**src/rtl/bta_pkg.sv**
```systemverilog
`timescale 1ns / 1ps
package bta_pkg;

  localparam int NUM_SLOTS  = 5;
  localparam int SLOT_W     = $clog2(NUM_SLOTS);
  localparam int ROLL_W     = 16;
  localparam int MISS_W     = 8;
  localparam int TRK_OUT_W  = 4;
  localparam int CFG_IDX_W  = 1;
  localparam int CFG_DATA_W = 16;

  localparam logic [CFG_IDX_W-1:0] REG_MISS_LIMIT      = 1'd0;
  localparam logic [CFG_IDX_W-1:0] REG_MATCH_THRESHOLD = 1'd1;

  localparam logic [MISS_W-1:0] MISS_LIMIT_RST      = 8'd10;
  localparam logic [ROLL_W-1:0] MATCH_THRESHOLD_RST = 16'd6554;

  localparam logic signed [TRK_OUT_W-1:0] NO_TRACK = -4'sd1;

  typedef struct packed {
    logic                 cmd;
    logic [NUM_SLOTS-1:0] visible_mask;
    logic [ROLL_W-1:0]    roll_slot0;
    logic [ROLL_W-1:0]    roll_slot1;
    logic [ROLL_W-1:0]    roll_slot2;
    logic [ROLL_W-1:0]    roll_slot3;
    logic [ROLL_W-1:0]    roll_slot4;
  } in_item_t;

  typedef struct packed {
    logic signed [TRK_OUT_W-1:0] track_of_slot0;
    logic signed [TRK_OUT_W-1:0] track_of_slot1;
    logic signed [TRK_OUT_W-1:0] track_of_slot2;
    logic signed [TRK_OUT_W-1:0] track_of_slot3;
    logic signed [TRK_OUT_W-1:0] track_of_slot4;
    logic [NUM_SLOTS-1:0]        active_tracks;
  } out_item_t;

  typedef logic [NUM_SLOTS-1:0][ROLL_W-1:0] roll_vec_t;

  // Sequencer to lane
  typedef struct packed {
    logic              age;
    logic              take;
    logic [ROLL_W-1:0] roll;
  } lane_ctl_t;

  // Lane to merge
  typedef struct packed {
    logic              active;
    logic [MISS_W-1:0] missed;
    logic              hit;
    logic [ROLL_W-1:0] gap;
    logic [SLOT_W-1:0] slot;
  } lane_stat_t;

  typedef struct packed {
    logic              hit;
    logic [SLOT_W-1:0] trk;
    logic [SLOT_W-1:0] slot;
  } match_res_t;

  typedef struct packed {
    logic              found;
    logic [SLOT_W-1:0] trk;
  } fill_res_t;

  typedef enum logic [2:0] {
    ST_IDLE,
    ST_AGE,
    ST_EVAL,
    ST_PICK,
    ST_FILL,
    ST_DONE
  } state_t;

endpackage

```
**src/rtl/bta_lane.sv**
```systemverilog
`timescale 1ns / 1ps
module bta_lane
  import bta_pkg::*;
(
  input  logic                 clk,
  input  logic                 rst_n,
  input  logic [MISS_W-1:0]    miss_limit,
  input  logic [ROLL_W-1:0]    match_threshold,
  input  roll_vec_t            slot_roll,
  input  logic [NUM_SLOTS-1:0] slot_elig,
  input  logic                 lane_en,
  input  lane_ctl_t            ctl,
  output lane_stat_t           stat
);

  logic              active_r, active_nxt;
  logic [ROLL_W-1:0] roll_r, roll_nxt;
  logic [MISS_W-1:0] missed_r, missed_nxt;
  logic [MISS_W-1:0] miss_inc;
  logic              hit_r, hit_nxt;
  logic [ROLL_W-1:0] dist_r, dist_nxt;
  logic [SLOT_W-1:0] slot_r, slot_nxt;
  logic [ROLL_W-1:0] diff;
  logic [ROLL_W-1:0] gap;

  // Closest eligible slot to this track, lowest slot on ties
  always_comb begin
    hit_nxt  = 1'b0;
    dist_nxt = '0;
    slot_nxt = '0;
    diff     = '0;
    gap      = '0;
    for (int s = 0; s < NUM_SLOTS; s++) begin
      diff = slot_roll[s] - roll_r;
      gap  = diff[ROLL_W-1] ? (~diff + ROLL_W'(1)) : diff;
      if (slot_elig[s] && (gap < match_threshold) && (!hit_nxt || (gap < dist_nxt))) begin
        hit_nxt  = 1'b1;
        dist_nxt = gap;
        slot_nxt = SLOT_W'(s);
      end
    end
    if (!(active_r && lane_en)) begin
      hit_nxt = 1'b0;
    end
  end

  always_comb begin
    active_nxt = active_r;
    roll_nxt   = roll_r;
    missed_nxt = missed_r;
    miss_inc   = (missed_r == '1) ? missed_r : missed_r + MISS_W'(1);
    if (ctl.age && active_r) begin
      if (miss_inc > miss_limit) begin
        // drop the track
        active_nxt = 1'b0;
        roll_nxt   = '0;
        missed_nxt = '0;
      end else begin
        missed_nxt = miss_inc;
      end
    end
    if (ctl.take) begin
      active_nxt = 1'b1;
      roll_nxt   = ctl.roll;
      missed_nxt = '0;
    end
  end

  always_ff @(posedge clk) begin
    if (!rst_n) begin
      active_r <= 1'b0;
      roll_r   <= '0;
      missed_r <= '0;
      hit_r    <= 1'b0;
    end else begin
      active_r <= active_nxt;
      roll_r   <= roll_nxt;
      missed_r <= missed_nxt;
      hit_r    <= hit_nxt;
    end
  end

  always_ff @(posedge clk) begin
    dist_r <= dist_nxt;
    slot_r <= slot_nxt;
  end

  assign stat.active = active_r;
  assign stat.missed = missed_r;
  assign stat.hit    = hit_r;
  assign stat.gap    = dist_r;
  assign stat.slot   = slot_r;

endmodule

```
**src/rtl/bta_merge.sv**
```systemverilog
`timescale 1ns / 1ps
module bta_merge
  import bta_pkg::*;
(
  input  lane_stat_t [NUM_SLOTS-1:0] stat,
  input  logic [NUM_SLOTS-1:0]       trk_used,
  output match_res_t                 match,
  output fill_res_t                  fill
);

  logic [ROLL_W-1:0] best_dist;
  logic              free_found;
  logic [SLOT_W-1:0] free_trk;
  logic              most_found;
  logic [MISS_W-1:0] most;
  logic [SLOT_W-1:0] most_trk;

  // Smallest distance over the lanes, lowest track on ties
  always_comb begin
    match     = '0;
    best_dist = '0;
    for (int t = 0; t < NUM_SLOTS; t++) begin
      if (stat[t].hit && (!match.hit || (stat[t].gap < best_dist))) begin
        match.hit  = 1'b1;
        match.trk  = SLOT_W'(t);
        match.slot = stat[t].slot;
        best_dist  = stat[t].gap;
      end
    end
  end

  // First free track, else the unused track missed longest
  always_comb begin
    free_found = 1'b0;
    free_trk   = '0;
    most_found = 1'b0;
    most       = '0;
    most_trk   = '0;
    for (int t = 0; t < NUM_SLOTS; t++) begin
      if (!stat[t].active && !free_found) begin
        free_found = 1'b1;
        free_trk   = SLOT_W'(t);
      end
      if (!trk_used[t] && (!most_found || (stat[t].missed > most))) begin
        most_found = 1'b1;
        most       = stat[t].missed;
        most_trk   = SLOT_W'(t);
      end
    end
    fill.found = free_found || most_found;
    fill.trk   = free_found ? free_trk : most_trk;
  end

endmodule

```
**src/rtl/blade_track_association.sv**
```systemverilog
`timescale 1ns / 1ps
// Age-only items run the age step, then load the result register; associate items age
// the tracks, run greedy match rounds (an evaluation state in which the track lanes
// register their candidates, then a pick state through the merge), fill the slots in
// turn and load the result register. A new item is taken once the sequencer is back in
// idle, the result register holding the previous result meanwhile.
// Reset (synchronous, rst_n low) clears all tracks and restores the default registers.
module blade_track_association
  import bta_pkg::*;
(
  input  logic                  clk,
  input  logic                  rst_n,
  input  logic                  in_valid,
  output logic                  in_stall,
  input  in_item_t              in_data,
  output logic                  out_valid,
  input  logic                  out_stall,
  output out_item_t             out_data,
  input  logic                  cfg_we,
  input  logic [CFG_IDX_W-1:0]  cfg_index,
  input  logic [CFG_DATA_W-1:0] cfg_wdata
);

  state_t                      state_r, state_nxt;
  in_item_t                    in_r;
  logic [NUM_SLOTS-1:0]        slot_used_r;
  logic [NUM_SLOTS-1:0]        trk_used_r;
  logic signed [TRK_OUT_W-1:0] assign_r [NUM_SLOTS];
  logic [SLOT_W-1:0]           fill_slot_r;
  out_item_t                   out_r;
  logic                        out_valid_r;
  logic [MISS_W-1:0]           miss_limit_r;
  logic [ROLL_W-1:0]           thr_r;

  roll_vec_t                   slot_roll;
  logic [NUM_SLOTS-1:0]        slot_elig;
  logic [NUM_SLOTS-1:0]        active_vec;
  lane_ctl_t [NUM_SLOTS-1:0]   lane_ctl;
  lane_stat_t [NUM_SLOTS-1:0]  lane_stat;
  match_res_t                  match;
  fill_res_t                   fill;
  logic                        in_accept;
  logic                        age;
  logic                        take;
  logic [SLOT_W-1:0]           take_trk;
  logic [SLOT_W-1:0]           take_slot;
  logic                        load_out;

  assign in_stall  = (state_r != ST_IDLE);
  assign in_accept = in_valid && !in_stall;
  assign out_valid = out_valid_r;
  assign out_data  = out_r;

  assign slot_roll[0] = in_r.roll_slot0;
  assign slot_roll[1] = in_r.roll_slot1;
  assign slot_roll[2] = in_r.roll_slot2;
  assign slot_roll[3] = in_r.roll_slot3;
  assign slot_roll[4] = in_r.roll_slot4;
  assign slot_elig    = in_r.visible_mask & ~slot_used_r;

  for (genvar t = 0; t < NUM_SLOTS; t++) begin : g_lane
    assign lane_ctl[t].age  = age;
    assign lane_ctl[t].take = take && (take_trk == SLOT_W'(t));
    assign lane_ctl[t].roll = slot_roll[take_slot];
    assign active_vec[t]    = lane_stat[t].active;

    bta_lane u_lane (
      .clk             (clk),
      .rst_n           (rst_n),
      .miss_limit      (miss_limit_r),
      .match_threshold (thr_r),
      .slot_roll       (slot_roll),
      .slot_elig       (slot_elig),
      .lane_en         (!trk_used_r[t]),
      .ctl             (lane_ctl[t]),
      .stat            (lane_stat[t])
    );
  end

  bta_merge u_merge (
    .stat     (lane_stat),
    .trk_used (trk_used_r),
    .match    (match),
    .fill     (fill)
  );

  always_comb begin
    state_nxt = state_r;
    age       = 1'b0;
    take      = 1'b0;
    take_trk  = '0;
    take_slot = '0;
    load_out  = 1'b0;
    case (state_r)
      ST_IDLE: begin
        if (in_valid) state_nxt = ST_AGE;
      end
      ST_AGE: begin
        age       = 1'b1;
        state_nxt = in_r.cmd ? ST_EVAL : ST_DONE;
      end
      ST_EVAL: begin
        // lanes register their best candidates
        state_nxt = ST_PICK;
      end
      ST_PICK: begin
        if (match.hit) begin
          take      = 1'b1;
          take_trk  = match.trk;
          take_slot = match.slot;
          state_nxt = ST_EVAL;
        end else begin
          state_nxt = ST_FILL;
        end
      end
      ST_FILL: begin
        take_slot = fill_slot_r;
        if (slot_elig[fill_slot_r] && fill.found) begin
          take     = 1'b1;
          take_trk = fill.trk;
        end
        if (fill_slot_r == SLOT_W'(NUM_SLOTS - 1)) state_nxt = ST_DONE;
      end
      ST_DONE: begin
        if (!out_valid_r || !out_stall) begin
          load_out  = 1'b1;
          state_nxt = ST_IDLE;
        end
      end
      default: state_nxt = ST_IDLE;
    endcase
  end

  always_ff @(posedge clk) begin
    if (!rst_n) begin
      state_r      <= ST_IDLE;
      out_valid_r  <= 1'b0;
      slot_used_r  <= '0;
      trk_used_r   <= '0;
      fill_slot_r  <= '0;
      miss_limit_r <= MISS_LIMIT_RST;
      thr_r        <= MATCH_THRESHOLD_RST;
    end else begin
      state_r <= state_nxt;
      if (load_out) begin
        out_valid_r <= 1'b1;
      end else if (!out_stall) begin
        out_valid_r <= 1'b0;
      end
      if (in_accept) begin
        slot_used_r <= '0;
        trk_used_r  <= '0;
        fill_slot_r <= '0;
      end else begin
        if (take) begin
          trk_used_r[take_trk]   <= 1'b1;
          slot_used_r[take_slot] <= 1'b1;
        end
        if (state_r == ST_FILL) fill_slot_r <= fill_slot_r + SLOT_W'(1);
      end
      if (cfg_we) begin
        case (cfg_index)
          REG_MISS_LIMIT:      miss_limit_r <= cfg_wdata[MISS_W-1:0];
          REG_MATCH_THRESHOLD: thr_r        <= cfg_wdata[ROLL_W-1:0];
          default: ;
        endcase
      end
    end
  end

  always_ff @(posedge clk) begin
    if (in_accept) begin
      in_r <= in_data;
      for (int s = 0; s < NUM_SLOTS; s++) assign_r[s] <= NO_TRACK;
    end else if (take) begin
      assign_r[take_slot] <= TRK_OUT_W'(take_trk);
    end
    if (load_out) begin
      out_r.track_of_slot0 <= assign_r[0];
      out_r.track_of_slot1 <= assign_r[1];
      out_r.track_of_slot2 <= assign_r[2];
      out_r.track_of_slot3 <= assign_r[3];
      out_r.track_of_slot4 <= assign_r[4];
      out_r.active_tracks  <= active_vec;
    end
  end

endmodule

```
**config.mk**
```make
export PLATFORM = sky130hd
export DESIGN_NAME = blade_track_association
export DESIGN_NICKNAME = d
export VERILOG_FILES = /design/src/rtl/bta_pkg.sv /design/src/rtl/bta_lane.sv /design/src/rtl/bta_merge.sv /design/src/rtl/blade_track_association.sv
export SDC_FILE = /design/constraint.sdc
export NUM_CORES = 2
export LEC_CHECK = 0
export BUFFER_PORTS_ARGS = -buffer_cell sky130_fd_sc_hd__buf_4
export CORE_MARGIN = 10
export CORE_UTILIZATION = 35
export DETAILED_ROUTE_END_ITERATION = 10
export GPL_TIMING_DRIVEN = 0
export PLACE_DENSITY = 0.58
export SETUP_SLACK_MARGIN = 0.5
export SLEW_MARGIN = 10
export SYNTH_ARGS = -nofsm -noshare
export SYNTH_HDL_FRONTEND = slang
export SYNTH_SLANG_ARGS = --single-unit
```
**constraint.sdc**
```tcl
create_clock -name clk -period 17.6 [get_ports clk]
set_clock_uncertainty 0.1 [all_clocks]
set_input_delay 0.88 -clock clk [delete_from_list [all_inputs] [get_ports clk]]
set_output_delay 0.88 -clock clk [all_outputs]
set_load 0.02 [all_outputs]
```
==> results by group <==
Cells and area
  • Final core occ: 0.391
  • Layout cell share with drive strength beyond 1: 0.0726
  • Fin cells: ~11000
  • Fin nets: between 9000 and 10000
  • Commonest non-fill, non-tap cell in the layout: ha_1
  • Commonest non-fill, non-tap cells in the layout: ha_1 (1214), nand2_1 (569), nor2_1 (558)
  • Final Cell Area: around 72000 um2
  • Syn-to-layout area delta: 11.2%

Timing
  • Fin. max-slew vios: 0
  • Peak Freq: ~61 MHz
  • Slew Limit Headroom: 0.0105
  • Tcrit/Tclk final: 0.928
  • Crit path time final: 16.33 ns
  • Hold Vio Cnt, Final: 0
  • Unrepaired setup endpoints after global routing: yes
  • Final setup viols: 0
  • Final worst slack: between 1 and 1.5 ns
  • Pin slew with the least headroom to its limit: between 1 and 1.5 ns

Synth
  • Synth warn: 0
  • Post-synth ARST share: 0
  • Synthesized netlist cell count: between 8000 and 9000
  • Synthesized area: approximately 64000 um2
  • Register area share after synthesis: 0.143
  • Predominant post-synthesis flop cell: dfxtp_1
  • Post-synth EDFFs: approximately 130
  • Flops & latches, synth: between 300 and 400
  • Syn avg cell area: about 8.0 um2
  • Post-Synthesis Net Count: between 9000 and 10000
  • Distinct cell type count after synthesis: 109

Setup path
  • Setup crit end kind: flop
  • Worst path required time: around 18 ns
  • RR Startpoint: g_lane[1].u_lane.roll_r[6]
  • Critical setup path kind: reg2reg
  • Reg2reg setup slack: around 1.3 ns
  • Worst Path Max Fanout: 10
  • R2R Path End: g_lane[1].u_lane.dist_r[14]
  • Worst Path Arrival: around 17 ns
  • Crit path launch type: flop
  • Slowest cell on crit path: ha_1
  • Reg2Reg Depth: 69
  • Worst path max stage delay: 0.52 ns
  • Most used cell, CP: ha_1

Clock network
  • Worst-skew pair later-pin latency: 0.66 ns
  • CTS tree: done
  • Hold buffer count at CTS: 0
  • Clk slew on worst S/H paths: 0.07 ns
  • Cts bufs inserted: 45
  • Clock Sinks: between 300 and 400
  • H-tree level count: 2
  • Root Buffer: clkbuf_16
  • Clock buffer depth: 3

Die
  • Rows: about 160
  • Num ports: 135
  • Initial core utilization: 0.352
  • Die span in x: 449 um
  • Die Ht: 449 um
  • Die area: 201000 um2
  • Core footprint: between 150000 and 200000 um2

Power
  • Peak VDD IR: approximately 0.000082 V
  • Power density over cell area: 125 nW/um2
  • Tot Pwr: approximately 9000 uW
  • Leakage power: 0.0298 uW

GRT
  • Vias in the first global route: 61400
  • Gr ovfl total: 0
  • First-pass GRT wire length: 410000 um
  • GRT Total Usage: 0.269
  • Largest net degree at the start of global routing: 64
  • Initial antenna violation count: 35

Worst hold path
  • Hold Path Depth: 1
  • Min-Delay Startpoint: in_data[85]
  • Hold path endpoint: in_r[85]
  • Hold Path Class: in2reg

Status
  • Status: finished clean

Placement
  • Setup WS pre-CTS: -1.19 ns
  • DP Area: about 69000 um2
  • Buffers on Ports: 134
  • Dpl cells: ~11000
  • HPWL Detailed: between 200000 and 250000 um
  • RePlAce Congestion: 0.978

Drt
  • Drt wl/cell: 26.6 um
  • Drc violations: 0
  • WL final: 289000 um
  • DRT iter0 DRCs: approximately 7300
  • Remaining antenna violation count: 0
  • DRT Pass-1 Iters: 6
  • DR vias/cell: ~6.2
  • DR vias: 66800

Job
  • Max Cap Viol: 0
-- critical path: cells and delay by family, from the launching register on --
kind | cells | cell delay [ns]
mux | 3 | 0.91
xor+xnor | 1 | 0.30
flops | 1 | 0.35
fa+ha+maj | 6 | 1.88
compound gates | 30 | 6.88
buf+inv | 12 | 3.23
simple gates | 17 | 2.49
-- synth_stat cells, types with 37 or more instances --
cell type | count | area (um2)
mux2i_1 | 195 | 1950
o21a_1 | 173 | 1300
a21boi_0 | 42 | 315
a2111oi_0 | 41 | 359
nor4_1 | 64 | 400
a21oi_1 | 529 | 2650
clkbuf_1 | 143 | 537
mux2_2 | 56 | 631
edfxtp_1 | 126 | 3780
and4_1 | 44 | 385
xnor2_1 | 380 | 3330
a22oi_1 | 62 | 465
a211oi_1 | 101 | 758
nor3b_1 | 47 | 353
nand2b_1 | 109 | 682
a22o_1 | 55 | 482
and3_1 | 74 | 463
dfxtp_1 | 271 | 5430
or2_2 | 61 | 382
ha_1 | 1214 | 15200
nor2b_1 | 115 | 719
o21ai_0 | 380 | 1900
a211o_1 | 37 | 324
nor3_1 | 203 | 1020
o211ai_1 | 75 | 563
nand4_1 | 126 | 788
o31ai_1 | 63 | 473
nor2_1 | 558 | 2090
and2_1 | 92 | 576
a21o_1 | 244 | 1830
inv_1 | 526 | 1970
o21bai_1 | 42 | 315
or3_1 | 103 | 644
a31oi_1 | 67 | 419
nand2_1 | 571 | 2140
xor2_1 | 211 | 1850
nand3_1 | 228 | 1140
o21ai_1 | 87 | 435
-- layer usage --
metal	wire, um	global-route usage	up-vias
li1	-	-	30800
met1	121000	0.357	31900
met2	121000	0.407	3387
met3	29500	0.0575	645
met4	17000	0.140	4
met5	20	0	-
-- power by group --
group	internal [uW]	switching, uW	leakage (uW)
clock network	586	448	0.000781
registers	1110	224	0.00340
logic	2560	4030	0.0256
-- what timing repair did --
action / 4_1_cts / 5_1_grt
buffers inserted: 27 / 11
gates resized for setup: 17 / 105
pin swaps: 0 / 3
cloned: 0 / 0
endpoints found under the setup margin: 75 / 95
-- through the flow --
stage,TNS (ns),hold slack [ns]
2_1_floorplan,0,0.300
3_3_place_gp,-22.08,0.306
3_5_place_dp,-27.20,0.305
4_1_cts,0,0.277
5_1_grt,0,0.278
6_report,0,0.298
-- cell families (layout without fill, tap and decap cells) --
group                      after synthesis  in the layout  synth area share
and+or+nand+nor                       2531           2531             0.201
AOI/OAI and AO/OA                     2354           2354             0.247
adders and majority gates             1239           1239             0.244
buffers and inverters                  709            994            0.0422
xor gates and xnor gates               591            591            0.0805
DFF                                    397            397             0.143
muxes                                  256            256            0.0417
other                                    0             26                 0
-- area by class of cell --
class / instances / area (um2)
Tap cell: 2464 / 3080
Inverter: 529 / 2050
Antenna cell: 26 / 65.1
Fill cell: 18600 / 111000
Clock inverter: 25 / 349
Buffer: 180 / 788
Sequential cell: 397 / 9210
Timing Repair Buffer: 201 / 2010
Clock buffer: 59 / 1250
Multi-Input combinational cell: 6971 / 52700
-- how the worst max path moves through the flow --
stage	endpoint	from	depth (start not counted)
3_5_place_dp	g_lane[1].u_lane.dist_r[10]	in_r[72]	69
5_1_grt	g_lane[1].u_lane.dist_r[10]	g_lane[1].u_lane.roll_r[10]	71
2_1_floorplan	g_lane[0].u_lane.dist_r[9]	in_r[68]	68
3_3_place_gp	g_lane[1].u_lane.dist_r[14]	in_r[64]	70
6_report	g_lane[1].u_lane.dist_r[14]	g_lane[1].u_lane.roll_r[6]	69
4_1_cts	g_lane[4].u_lane.dist_r[5]	g_lane[4].u_lane.roll_r[0]	62
-- state kept, by name, indices dropped and copies added (netlist names), 8 cells and up --
register / flops
in_r: 86
assign_r: 20
g_lane.u_lane.roll_r: 80
out_data: 25
g_lane.u_lane.slot_r: 15
thr_r: 16
g_lane.u_lane.missed_r: 40
g_lane.u_lane.dist_r: 80
miss_limit_r: 8
(Power assumes the default switching activity.)
